[src/hdl/heap_sweep_coalescer_unit_defines.svh]
// Assertion macros shared by the heap sweep coalescer RTL.
`ifndef HEAP_SWEEP_COALESCER_UNIT_DEFINES_SVH
`define HEAP_SWEEP_COALESCER_UNIT_DEFINES_SVH

`ifndef SYNTH

// Same-cycle implication, sampled on clk, off while rst_n is low.
`define HSC_ASSERT_NOW(lbl, ante, cons) \
  lbl: assert property (@(posedge clk) disable iff (!rst_n) (ante) |-> (cons)) \
    else $error("hsc: same-cycle check failed");

// Next-cycle implication, sampled on clk, off while rst_n is low.
`define HSC_ASSERT_NEXT(lbl, ante, cons) \
  lbl: assert property (@(posedge clk) disable iff (!rst_n) (ante) |=> (cons)) \
    else $error("hsc: next-cycle check failed");

`else

`define HSC_ASSERT_NOW(lbl, ante, cons)
`define HSC_ASSERT_NEXT(lbl, ante, cons)

`endif

`endif

[src/hdl/hsc_pkg.sv]
// Types and constants of the heap sweep coalescer.
package hsc_pkg;

  // Heap size in units; addresses span it, positions carry one more bit
  localparam int unsigned HEAP_UNITS = 65536;
  localparam int unsigned ADDR_W     = $clog2(HEAP_UNITS);
  localparam int unsigned POS_W      = ADDR_W + 1;

  typedef logic [ADDR_W-1:0] addr_t;
  typedef logic [POS_W-1:0]  len_t;
  typedef logic [1:0]        action_t;

  // Input beat kinds
  localparam logic MODE_BLOCK  = 1'b0;
  localparam logic MODE_FINISH = 1'b1;

  // Result actions
  localparam action_t ACT_KEEP   = 2'd0;
  localparam action_t ACT_NEW    = 2'd1;
  localparam action_t ACT_MERGE  = 2'd2;
  localparam action_t ACT_FINISH = 2'd3;

  typedef struct packed {
    logic mode;
    len_t blk_len;
    logic block_is_free;
    logic alive_mark;
    logic keep_alive_mark;
  } item_t;

  typedef struct packed {
    action_t action;
    addr_t   block_address;
    addr_t   link_address;
    logic    link_valid;
    len_t    new_length;
    len_t    heap_top;
    addr_t   free_head;
    logic    free_head_valid;
    addr_t   cut_address;
    logic    cut_valid;
    len_t    max_free_len;
  } result_t;

endpackage

[src/hdl/hsc_in_if.sv]
// Block header channel: valid/ready handshake with the header fields.
interface hsc_in_if;
  logic               valid;
  logic               ready;
  logic               mode;
  hsc_pkg::len_t      blk_len;
  logic               block_is_free;
  logic               alive_mark;
  logic               keep_alive_mark;

  modport source (output valid, mode, blk_len, block_is_free, alive_mark,
                  keep_alive_mark, input ready);
  modport sink   (input valid, mode, blk_len, block_is_free, alive_mark,
                  keep_alive_mark, output ready);
endinterface

[src/hdl/hsc_out_if.sv]
// Sweep result channel: valid/ready handshake with the result fields.
interface hsc_out_if;
  logic                 valid;
  logic                 ready;
  hsc_pkg::action_t     action;
  hsc_pkg::addr_t       block_address;
  hsc_pkg::addr_t       link_address;
  logic                 link_valid;
  hsc_pkg::len_t        new_length;
  hsc_pkg::len_t        heap_top;
  hsc_pkg::addr_t       free_head;
  logic                 free_head_valid;
  hsc_pkg::addr_t       cut_address;
  logic                 cut_valid;
  hsc_pkg::len_t        max_free_len;

  modport source (output valid, action, block_address, link_address, link_valid,
                  new_length, heap_top, free_head, free_head_valid, cut_address,
                  cut_valid, max_free_len, input ready);
  modport sink   (input valid, action, block_address, link_address, link_valid,
                  new_length, heap_top, free_head, free_head_valid, cut_address,
                  cut_valid, max_free_len, output ready);
endinterface

[src/hdl/hsc_in_stage.sv]
// Input register: captures one header beat and holds it until the core takes it.
module hsc_in_stage (
  input  logic            clk,
  input  logic            rst_n,
  hsc_in_if.sink          in_ch,
  input  logic            take,
  output logic            item_valid,
  output hsc_pkg::item_t  item
);

  logic           full_r;
  logic           full_nxt;
  hsc_pkg::item_t item_r;
  logic           load;

  // Room when empty or when the held beat leaves this cycle
  assign in_ch.ready = !full_r || take;
  assign load        = in_ch.valid && in_ch.ready;

  always_comb begin
    full_nxt = full_r;
    if (load) begin
      full_nxt = 1'b1;
    end else if (take) begin
      full_nxt = 1'b0;
    end
  end

  always_ff @(posedge clk) begin
    if (!rst_n) begin
      full_r <= 1'b0;
    end else begin
      full_r <= full_nxt;
    end
  end

  // Payload, no reset
  always_ff @(posedge clk) begin
    if (load) begin
      item_r.mode            <= in_ch.mode;
      item_r.blk_len         <= in_ch.blk_len;
      item_r.block_is_free   <= in_ch.block_is_free;
      item_r.alive_mark      <= in_ch.alive_mark;
      item_r.keep_alive_mark <= in_ch.keep_alive_mark;
    end
  end

  assign item_valid = full_r;
  assign item       = item_r;

endmodule

[src/hdl/hsc_sweep_core.sv]
// Sweep state and the per-beat keep / free / merge / finish decision.
`include "heap_sweep_coalescer_unit_defines.svh"

module hsc_sweep_core (
  input  logic             clk,
  input  logic             rst_n,
  input  hsc_pkg::addr_t   heap_start,
  input  logic             fire,
  input  hsc_pkg::item_t   item,
  output hsc_pkg::result_t result
);

  localparam int unsigned POS_W = hsc_pkg::POS_W;

  // Sweep state
  hsc_pkg::len_t  pos_r,      pos_nxt;
  hsc_pkg::addr_t lf_addr_r,  lf_addr_nxt;
  hsc_pkg::len_t  lf_len_r,   lf_len_nxt;
  logic           lf_v_r,     lf_v_nxt;
  hsc_pkg::addr_t bf_addr_r,  bf_addr_nxt;
  logic           bf_v_r,     bf_v_nxt;
  hsc_pkg::addr_t head_r,     head_nxt;
  logic           head_v_r,   head_v_nxt;
  hsc_pkg::len_t  live_end_r, live_end_nxt;
  hsc_pkg::len_t  largest_r,  largest_nxt;
  logic           live_seen_r, live_seen_nxt;
  logic           cut_pend_r,  cut_pend_nxt;
  logic           in_sweep_r,  in_sweep_nxt;

  hsc_pkg::len_t  start_pos;
  hsc_pkg::len_t  cur_pos;
  hsc_pkg::addr_t addr;
  hsc_pkg::len_t  lf_end;
  logic [POS_W:0] merged_sum;
  hsc_pkg::len_t  merged;
  hsc_pkg::len_t  top;
  logic           is_live;
  logic           adjoins;

  assign start_pos  = {1'b0, heap_start};
  assign cur_pos    = in_sweep_r ? pos_r : start_pos;
  assign addr       = cur_pos[POS_W-2:0];
  assign lf_end     = {1'b0, lf_addr_r} + lf_len_r;
  assign adjoins    = lf_v_r && (lf_end == cur_pos);
  assign merged_sum = {1'b0, lf_len_r} + {1'b0, item.blk_len};
  assign merged     = merged_sum[POS_W] ? '1 : merged_sum[POS_W-1:0];
  assign top        = live_seen_r ? live_end_r : start_pos;
  assign is_live    = !item.block_is_free && (item.alive_mark || item.keep_alive_mark);

  // Result and next state for the beat at the core's input
  always_comb begin
    result        = '0;
    pos_nxt       = pos_r;
    lf_addr_nxt   = lf_addr_r;
    lf_len_nxt    = lf_len_r;
    lf_v_nxt      = lf_v_r;
    bf_addr_nxt   = bf_addr_r;
    bf_v_nxt      = bf_v_r;
    head_nxt      = head_r;
    head_v_nxt    = head_v_r;
    live_end_nxt  = live_end_r;
    largest_nxt   = largest_r;
    live_seen_nxt = live_seen_r;
    cut_pend_nxt  = cut_pend_r;
    in_sweep_nxt  = in_sweep_r;

    if (item.mode == hsc_pkg::MODE_FINISH) begin
      result.action          = hsc_pkg::ACT_FINISH;
      result.heap_top        = top;
      result.free_head       = head_r;
      result.free_head_valid = head_v_r && ({1'b0, head_r} < top);
      result.cut_address     = bf_addr_r;
      result.cut_valid       = bf_v_r && cut_pend_r;
      result.max_free_len    = largest_r;
      // Back to start values for the next sweep
      pos_nxt       = start_pos;
      lf_addr_nxt   = '0;
      lf_len_nxt    = '0;
      lf_v_nxt      = 1'b0;
      bf_addr_nxt   = '0;
      bf_v_nxt      = 1'b0;
      head_nxt      = '0;
      head_v_nxt    = 1'b0;
      live_end_nxt  = start_pos;
      largest_nxt   = '0;
      live_seen_nxt = 1'b0;
      cut_pend_nxt  = 1'b0;
      in_sweep_nxt  = 1'b0;
    end else begin
      result.block_address = addr;
      in_sweep_nxt         = 1'b1;
      pos_nxt              = cur_pos + item.blk_len;
      priority if (is_live) begin
        result.action = hsc_pkg::ACT_KEEP;
        live_seen_nxt = 1'b1;
        live_end_nxt  = cur_pos + item.blk_len;
        bf_addr_nxt   = lf_addr_r;
        bf_v_nxt      = lf_v_r;
        cut_pend_nxt  = 1'b0;
      end else if (adjoins) begin
        result.action       = hsc_pkg::ACT_MERGE;
        result.link_address = lf_addr_r;
        result.link_valid   = 1'b1;
        result.new_length   = merged;
        lf_len_nxt          = merged;
        if (merged > largest_r) begin
          largest_nxt = merged;
        end
      end else begin
        result.action       = hsc_pkg::ACT_NEW;
        result.link_address = lf_v_r ? lf_addr_r : '0;
        result.link_valid   = lf_v_r;
        result.new_length   = item.blk_len;
        if (lf_v_r) begin
          if (bf_v_r && (bf_addr_r == lf_addr_r)) begin
            cut_pend_nxt = 1'b1;
          end
        end else begin
          head_nxt   = addr;
          head_v_nxt = 1'b1;
        end
        lf_addr_nxt = addr;
        lf_len_nxt  = item.blk_len;
        lf_v_nxt    = 1'b1;
        if (item.blk_len > largest_r) begin
          largest_nxt = item.blk_len;
        end
      end
      result.max_free_len = largest_nxt;
    end
  end

  always_ff @(posedge clk) begin
    if (!rst_n) begin
      pos_r       <= '0;
      lf_addr_r   <= '0;
      lf_len_r    <= '0;
      lf_v_r      <= 1'b0;
      bf_addr_r   <= '0;
      bf_v_r      <= 1'b0;
      head_r      <= '0;
      head_v_r    <= 1'b0;
      live_end_r  <= '0;
      largest_r   <= '0;
      live_seen_r <= 1'b0;
      cut_pend_r  <= 1'b0;
      in_sweep_r  <= 1'b0;
    end else if (fire) begin
      pos_r       <= pos_nxt;
      lf_addr_r   <= lf_addr_nxt;
      lf_len_r    <= lf_len_nxt;
      lf_v_r      <= lf_v_nxt;
      bf_addr_r   <= bf_addr_nxt;
      bf_v_r      <= bf_v_nxt;
      head_r      <= head_nxt;
      head_v_r    <= head_v_nxt;
      live_end_r  <= live_end_nxt;
      largest_r   <= largest_nxt;
      live_seen_r <= live_seen_nxt;
      cut_pend_r  <= cut_pend_nxt;
      in_sweep_r  <= in_sweep_nxt;
    end
  end

  // A pending cut always refers to a recorded free block before the live end
  `HSC_ASSERT_NOW(a_cut_needs_before, cut_pend_r, bf_v_r)
  // Largest free length only grows within a sweep
  `HSC_ASSERT_NEXT(a_largest_grows, fire && (item.mode == hsc_pkg::MODE_BLOCK),
                   largest_r >= $past(largest_r))
  // A finish beat leaves the engine ready for a fresh sweep
  `HSC_ASSERT_NEXT(a_finish_restarts, fire && (item.mode == hsc_pkg::MODE_FINISH),
                   !in_sweep_r && !lf_v_r && !head_v_r)

endmodule

[src/hdl/heap_sweep_coalescer_unit.sv]
// Heap sweep coalescer: block headers in, keep/free/merge/finish results out.
//
// Channels: in_ch takes one beat per block header in address order (mode 0)
// or a finish beat (mode 1); out_ch gives exactly one result beat per input
// beat, in order. cfg_we/cfg_wdata write heap_start, the address of the first
// block; write it only while the unit is idle. It applies from the next sweep.
// Pipeline: two register stages, input register then result register; a header
// held in the input register moves to the result register when that is free or draining.
// Throughput: one beat per cycle while out_ch is ready; the only loop is the running
// position and free-block state, updated by one add/compare step per beat.
// Stalls: while out_ch.ready is low the result register holds its beat, the
// input register holds one more, and in_ch.ready then drops until out_ch
// drains. in_ch.ready never waits on the whole sweep.
// Reset (rst_n low, synchronous): both stages empty, heap_start zero, sweep
// state back to its start values. No clearing pass is needed.
// A finish beat reports heap top, free-list head and the block whose next
// link must be cut, then starts a new sweep.
`include "heap_sweep_coalescer_unit_defines.svh"

module heap_sweep_coalescer_unit (
  input  logic           clk,
  input  logic           rst_n,
  input  logic           cfg_we,
  input  hsc_pkg::addr_t cfg_wdata,
  hsc_in_if.sink         in_ch,
  hsc_out_if.source      out_ch
);

  hsc_pkg::addr_t   heap_start_r;
  hsc_pkg::item_t   item;
  logic             item_valid;
  logic             fire;
  hsc_pkg::result_t result;
  hsc_pkg::result_t res_r;
  logic             out_v_r;
  logic             out_v_nxt;

  // Configuration register
  always_ff @(posedge clk) begin
    if (!rst_n) begin
      heap_start_r <= '0;
    end else if (cfg_we) begin
      heap_start_r <= cfg_wdata;
    end
  end

  hsc_in_stage u_in_stage (
    .clk        (clk),
    .rst_n      (rst_n),
    .in_ch      (in_ch),
    .take       (fire),
    .item_valid (item_valid),
    .item       (item)
  );

  // Process the held beat when the result register is free or draining
  assign fire = item_valid && (!out_v_r || out_ch.ready);

  hsc_sweep_core u_core (
    .clk        (clk),
    .rst_n      (rst_n),
    .heap_start (heap_start_r),
    .fire       (fire),
    .item       (item),
    .result     (result)
  );

  // Result register
  always_comb begin
    out_v_nxt = out_v_r;
    if (fire) begin
      out_v_nxt = 1'b1;
    end else if (out_ch.ready) begin
      out_v_nxt = 1'b0;
    end
  end

  always_ff @(posedge clk) begin
    if (!rst_n) begin
      out_v_r <= 1'b0;
    end else begin
      out_v_r <= out_v_nxt;
    end
  end

  always_ff @(posedge clk) begin
    if (fire) begin
      res_r <= result;
    end
  end

  assign out_ch.valid           = out_v_r;
  assign out_ch.action          = res_r.action;
  assign out_ch.block_address   = res_r.block_address;
  assign out_ch.link_address    = res_r.link_address;
  assign out_ch.link_valid      = res_r.link_valid;
  assign out_ch.new_length      = res_r.new_length;
  assign out_ch.heap_top        = res_r.heap_top;
  assign out_ch.free_head       = res_r.free_head;
  assign out_ch.free_head_valid = res_r.free_head_valid;
  assign out_ch.cut_address     = res_r.cut_address;
  assign out_ch.cut_valid       = res_r.cut_valid;
  assign out_ch.max_free_len    = res_r.max_free_len;

  // A held beat with a free result slot is in the result register in the next cycle
  `HSC_ASSERT_NEXT(a_no_bubble, item_valid && !(out_v_r && !out_ch.ready), out_v_r)
  // A merge result always names the block that grew
  `HSC_ASSERT_NOW(a_merge_linked, out_v_r && (res_r.action == hsc_pkg::ACT_MERGE),
                  res_r.link_valid)
  // A stalled result beat stays offered
  `HSC_ASSERT_NEXT(a_out_held, out_v_r && !out_ch.ready, out_v_r)

endmodule
[src/flat_wrapper.sv]
// flat-port wrapper written by rule: the top's interface ports become plain ports
module heap_sweep_coalescer_unit_flat 
  (clk, rst_n, cfg_we, cfg_wdata, in_ch_valid, in_ch_mode, in_ch_blk_len, in_ch_block_is_free, in_ch_alive_mark, in_ch_keep_alive_mark, in_ch_ready, out_ch_valid, out_ch_action, out_ch_block_address, out_ch_link_address, out_ch_link_valid, out_ch_new_length, out_ch_heap_top, out_ch_free_head, out_ch_free_head_valid, out_ch_cut_address, out_ch_cut_valid, out_ch_max_free_len, out_ch_ready);
  hsc_in_if in_ch_i ();
  hsc_out_if out_ch_i ();
  input  logic clk;
  input  logic rst_n;
  input  logic cfg_we;
  input  hsc_pkg::addr_t cfg_wdata;
  input wire logic [$bits(in_ch_i.valid)-1:0] in_ch_valid;
  input wire logic [$bits(in_ch_i.mode)-1:0] in_ch_mode;
  input wire logic [$bits(in_ch_i.blk_len)-1:0] in_ch_blk_len;
  input wire logic [$bits(in_ch_i.block_is_free)-1:0] in_ch_block_is_free;
  input wire logic [$bits(in_ch_i.alive_mark)-1:0] in_ch_alive_mark;
  input wire logic [$bits(in_ch_i.keep_alive_mark)-1:0] in_ch_keep_alive_mark;
  output wire logic [$bits(in_ch_i.ready)-1:0] in_ch_ready;
  output wire logic [$bits(out_ch_i.valid)-1:0] out_ch_valid;
  output wire logic [$bits(out_ch_i.action)-1:0] out_ch_action;
  output wire logic [$bits(out_ch_i.block_address)-1:0] out_ch_block_address;
  output wire logic [$bits(out_ch_i.link_address)-1:0] out_ch_link_address;
  output wire logic [$bits(out_ch_i.link_valid)-1:0] out_ch_link_valid;
  output wire logic [$bits(out_ch_i.new_length)-1:0] out_ch_new_length;
  output wire logic [$bits(out_ch_i.heap_top)-1:0] out_ch_heap_top;
  output wire logic [$bits(out_ch_i.free_head)-1:0] out_ch_free_head;
  output wire logic [$bits(out_ch_i.free_head_valid)-1:0] out_ch_free_head_valid;
  output wire logic [$bits(out_ch_i.cut_address)-1:0] out_ch_cut_address;
  output wire logic [$bits(out_ch_i.cut_valid)-1:0] out_ch_cut_valid;
  output wire logic [$bits(out_ch_i.max_free_len)-1:0] out_ch_max_free_len;
  input wire logic [$bits(out_ch_i.ready)-1:0] out_ch_ready;
  assign in_ch_i.valid = in_ch_valid;
  assign in_ch_i.mode = in_ch_mode;
  assign in_ch_i.blk_len = in_ch_blk_len;
  assign in_ch_i.block_is_free = in_ch_block_is_free;
  assign in_ch_i.alive_mark = in_ch_alive_mark;
  assign in_ch_i.keep_alive_mark = in_ch_keep_alive_mark;
  assign in_ch_ready = in_ch_i.ready;
  assign out_ch_valid = out_ch_i.valid;
  assign out_ch_action = out_ch_i.action;
  assign out_ch_block_address = out_ch_i.block_address;
  assign out_ch_link_address = out_ch_i.link_address;
  assign out_ch_link_valid = out_ch_i.link_valid;
  assign out_ch_new_length = out_ch_i.new_length;
  assign out_ch_heap_top = out_ch_i.heap_top;
  assign out_ch_free_head = out_ch_i.free_head;
  assign out_ch_free_head_valid = out_ch_i.free_head_valid;
  assign out_ch_cut_address = out_ch_i.cut_address;
  assign out_ch_cut_valid = out_ch_i.cut_valid;
  assign out_ch_max_free_len = out_ch_i.max_free_len;
  assign out_ch_i.ready = out_ch_ready;
  heap_sweep_coalescer_unit u_core (.clk(clk), .rst_n(rst_n), .cfg_we(cfg_we), .cfg_wdata(cfg_wdata), .in_ch(in_ch_i), .out_ch(out_ch_i));
endmodule
[config.mk]
export PLATFORM = sky130hd
export DESIGN_NAME = heap_sweep_coalescer_unit_flat
export DESIGN_NICKNAME = d
export VERILOG_FILES = /design/src/hdl/hsc_pkg.sv /design/src/hdl/hsc_in_if.sv /design/src/hdl/hsc_out_if.sv /design/src/hdl/hsc_in_stage.sv /design/src/hdl/hsc_sweep_core.sv /design/src/hdl/heap_sweep_coalescer_unit.sv /design/src/flat_wrapper.sv
export VERILOG_INCLUDE_DIRS = /design/src /design/src/hdl
export SDC_FILE = /design/constraint.sdc
export NUM_CORES = 1
export LEC_CHECK = 0
export ABC_AREA = 1
export BUFFER_PORTS_ARGS = -buffer_cell sky130_fd_sc_hd__buf_2
export CAP_MARGIN = 10
export CORE_ASPECT_RATIO = 1.2
export CORE_MARGIN = 2
export CORE_UTILIZATION = 60
export CTS_CLUSTER_SIZE = 12
export DETAILED_ROUTE_END_ITERATION = 8
export PLACE_DENSITY_LB_ADDON = 0.05
export SYNTH_ARGS = -nofsm -noshare
export SYNTH_HDL_FRONTEND = slang
export SYNTH_SLANG_ARGS = --single-unit
[constraint.sdc]
create_clock -name clk -period 9.45 [get_ports clk]
set_input_delay 2.3625 -clock clk [delete_from_list [all_inputs] [get_ports clk]]
set_output_delay 2.3625 -clock clk [all_outputs]
set_load 0.005 [all_outputs]
==> results.md <==
* Vias per cell at 5.78
* Final instance area at 18000 um2
* Post-synth net total at ~2300
* Hold Crit Class: flop to flop
* Hpwl dp at 36400 um
* Drt wl/cell at ~19 um
* Initial antenna violation count at 0
* H-tree Lvls at 1
* GRT Util Overall at 0.344
* DR pass1 iterations at 6
* ANT nets after route at 0
* RePlAce Congestion at 1.04
* Reg2reg setup slack at 3.83 ns
* Dpl cell area at approximately 17000 um2
* Crit path launch: u_core.u_in_stage.item[3]$_DFFE_PP_
* Fmax at approximately 180 MHz
* Sink Count at 281
* Sequential area share after synthesis at 0.439
* Post-cts sizing count at 0
* R2R cell count at 25
* CP endpoint: u_core.out_ch.max_free_len[15]$_DFFE_PP_
* Initial Util at 0.610
* Clock latency on the worst-skew pair at 0.56 ns
* Status: completed
* Post-CTS setup buffer count at 0
* Row count at between 60 and 70
* Most used DFF post-synth: edfxtp_1
* Worst Path Required at 9.73 ns
* Max-cap viol count at 0
* Die Area at between 20000 and 30000 um2
* CP Capture Type: flop
* #FFs+latches synth at around 280
* Post-Route Skew at 0.0211 ns
* Clock root cell: clkbuf_16
* Gr ovfl total at 0
* Post-CTS Hold Buffers at 0
* Number of antenna repair diodes at 0
* Width of the chip at roughly 150 um
* Reg clk slew, reported paths at 0.06 ns
* Synth Area per Inst at 7.58 um2
* Yosys warns at 0
* Share of layout cells above drive strength 1 at 0.105
* CTS max path bufs at 3
* Synth Instances at ~2100
* Detailed Route WL at 49200 um
* Net count, final at 2381
* # DRC at 0
* Worst-path fanout max at 17
* Min Hold Slack at around 0.47 ns
* CP startpoint kind: flop
* Worst Max-Slew Pin Slew at 1.19 ns
* Critical path class: flop to flop
* Area grow syn2layout at 12.1%
* CTS Buf Count at 30
* Port bufs at 163
* Largest net degree at the start of global routing at 117
* TritonCTS clock tree: yes
* RSZ-0062 raised after global routing: false
* Chip height at 183 um
* Post-synthesis cell area at 16000 um2
* Fill count at 2250
* Asr flop ratio synth at 0
* First-pass GRT wire length at 75600 um
* Peak supply drop at 0.175 mV
* Core ar. at about 26000 um2
* FF-to-FF Start: u_core.u_in_stage.item[3]$_DFFE_PP_
* Setup_tns at 0 ns
* Library cells used by synthesis at 46
* Max stage delay on crit path at ~0.7 ns
* CP Data Arrival Time at 5.90 ns
* Min cycle time layout at between 5 and 6 ns
* Critical path's slowest cell: inv_1
* Pwr dens at 171 nW/um2
* Pins Over Slew Limit at 0
* Post-synth EDFFs at 141
* Drt first-iter violations at 1192
* Period utilization at 0.594
* Final setup fails at 0
* Slew headroom at 0.205
* R2R Path End: u_core.out_ch.max_free_len[15]$_DFFE_PP_
* Routed vias at 15011
* Number of global-route vias before repair at 13992
* Hold Vio Cnt, Final at 0
* Io pins at 164
* PnR Total Power at 3.07 mW
* Static Leak at 8.43 nW
-- logic make-up after synthesis --
family / synth area share
AO/OA/AOI/OAI: 0.131
XOR/XNOR: 0.0142
adder cells (fa/ha/maj): 0.0803
buffers and inverters: 0.0927
flip-flops: 0.439
multiplexers: 0.000625
AND/OR/NAND/NOR: 0.242
-- synth_stat cells, types with 7 or more instances --
library cell / n / area, um2
o21ai_0: 154 / 771
nand4_1: 44 / 275
and3_1: 15 / 93.8
ha_1: 98 / 1230
edfxtp_1: 141 / 4230
inv_1: 297 / 1110
or2_2: 7 / 43.8
a211oi_1: 20 / 150
xor2_1: 22 / 193
dfxtp_1: 140 / 2800
nor3_1: 11 / 55.1
a21oi_1: 189 / 946
nor2_1: 156 / 586
nand2_1: 545 / 2050
nand3_1: 135 / 676
clkbuf_1: 68 / 255
-- where the power goes --
group | internal (mW) | leakage, nW | switching (mW)
combinational | 0.169 | 5.47 | 0.362
sequential | 1.35 | 2.50 | 0.0478
clock | 0.665 | 0.459 | 0.479
total | 2.18 | 8.43 | 0.889
-- critical path: cells and delay by family (launching register included) --
family,cells,cell delay [ns]
and+or+nand+nor,15,2.43
buffers and inverters,5,1.05
adders and majority gates,3,0.97
DFF,1,0.46
AOI/OAI and AO/OA,2,0.41
-- cell usage in the layout, fill, tap and decap left out, types with 14 or more instances in the layout --
cell type  netlist  final
a211oi_1        20     20
nand3_1        135    135
clkbuf_16        0     32
inv_1          297    296
a21oi_1        189    189
dfxtp_1        140    140
edfxtp_1       141    141
buf_4            2     14
buf_2            5    163
o21ai_0        154    154
clkbuf_1        68     15
ha_1            98     98
nand2_1        545    545
nand4_1         44     44
nor2_1         156    156
xor2_1          22     22
and3_1          15     15
-- stage by stage --
step / cells / util / setup slack, ns
2_1_floorplan: 2112 / - / 2.42
3_3_place_gp: 2541 / 0.647 / 4.18
3_5_place_dp: 2541 / 0.647 / 4.03
4_1_cts: 2597 / 0.684 / 4.03
5_1_grt: 2597 / 0.684 / 3.60
6_report: 2597 / 0.684 / 3.83
-- area by class of cell --
cell class | instances | area (um2) | area share
clock buffer | 49 | 885 | 0.0492
clock inverter | 7 | 70.1 | 0.00390
inverter | 301 | 1130 | 0.0632
multi-input combinational | 1447 | 7500 | 0.417
sequential | 281 | 7040 | 0.392
tap | 335 | 419 | 0.0233
timing repair buffer | 177 | 921 | 0.0513
-- state kept, by name (all words and copies together), names as in the netlist, 2 cells and up --
register / flops
u_core.u_in_stage.item: 21
u_core.out_ch.heap_top: 17
u_core.out_ch.max_free_len: 17
u_core.out_ch.new_length: 17
u_core.u_core.largest_r: 17
u_core.u_core.lf_len_r: 17
u_core.u_core.live_end_r: 17
u_core.u_core.pos_r: 17
u_core.heap_start_r: 16
u_core.out_ch.block_address: 16
u_core.out_ch.cut_address: 16
u_core.out_ch.free_head: 16
u_core.out_ch.link_address: 16
u_core.u_core.bf_addr_r: 16
u_core.u_core.head_r: 16
u_core.u_core.lf_addr_r: 16
u_core.out_ch.action: 2
-- worst min-delay path by stage --
stage	start	to	slack [ns]	depth (start not counted)
2_1_floorplan	u_core.u_core.pos_r[0]$_SDFFE_PN0P_	u_core.u_core.pos_r[0]$_SDFFE_PN0P_	0.43	2
3_3_place_gp	u_core.u_core.pos_r[0]$_SDFFE_PN0P_	u_core.u_core.pos_r[0]$_SDFFE_PN0P_	0.45	2
3_5_place_dp	u_core.u_core.live_end_r[1]$_SDFFE_PN0P_	u_core.u_core.live_end_r[1]$_SDFFE_PN0P_	0.45	2
4_1_cts	u_core.u_core.live_end_r[1]$_SDFFE_PN0P_	u_core.u_core.live_end_r[1]$_SDFFE_PN0P_	0.46	2
5_1_grt	u_core.u_core.live_end_r[2]$_SDFFE_PN0P_	u_core.u_core.live_end_r[2]$_SDFFE_PN0P_	0.48	2
6_report	u_core.u_core.live_end_r[1]$_SDFFE_PN0P_	u_core.u_core.live_end_r[1]$_SDFFE_PN0P_	0.47	2
-- routing by layer --
metal / vias up / GRT usage / part of all wire
met3: 191 / 0.0371 / 0.069
met4: 0 / 0.226 / 0.079
li1: 7224 / - / -
met5: - / 0 / 0
met1: 6876 / 0.406 / 0.38
met2: 720 / 0.596 / 0.48
Power figures use the tool's default switching activity.
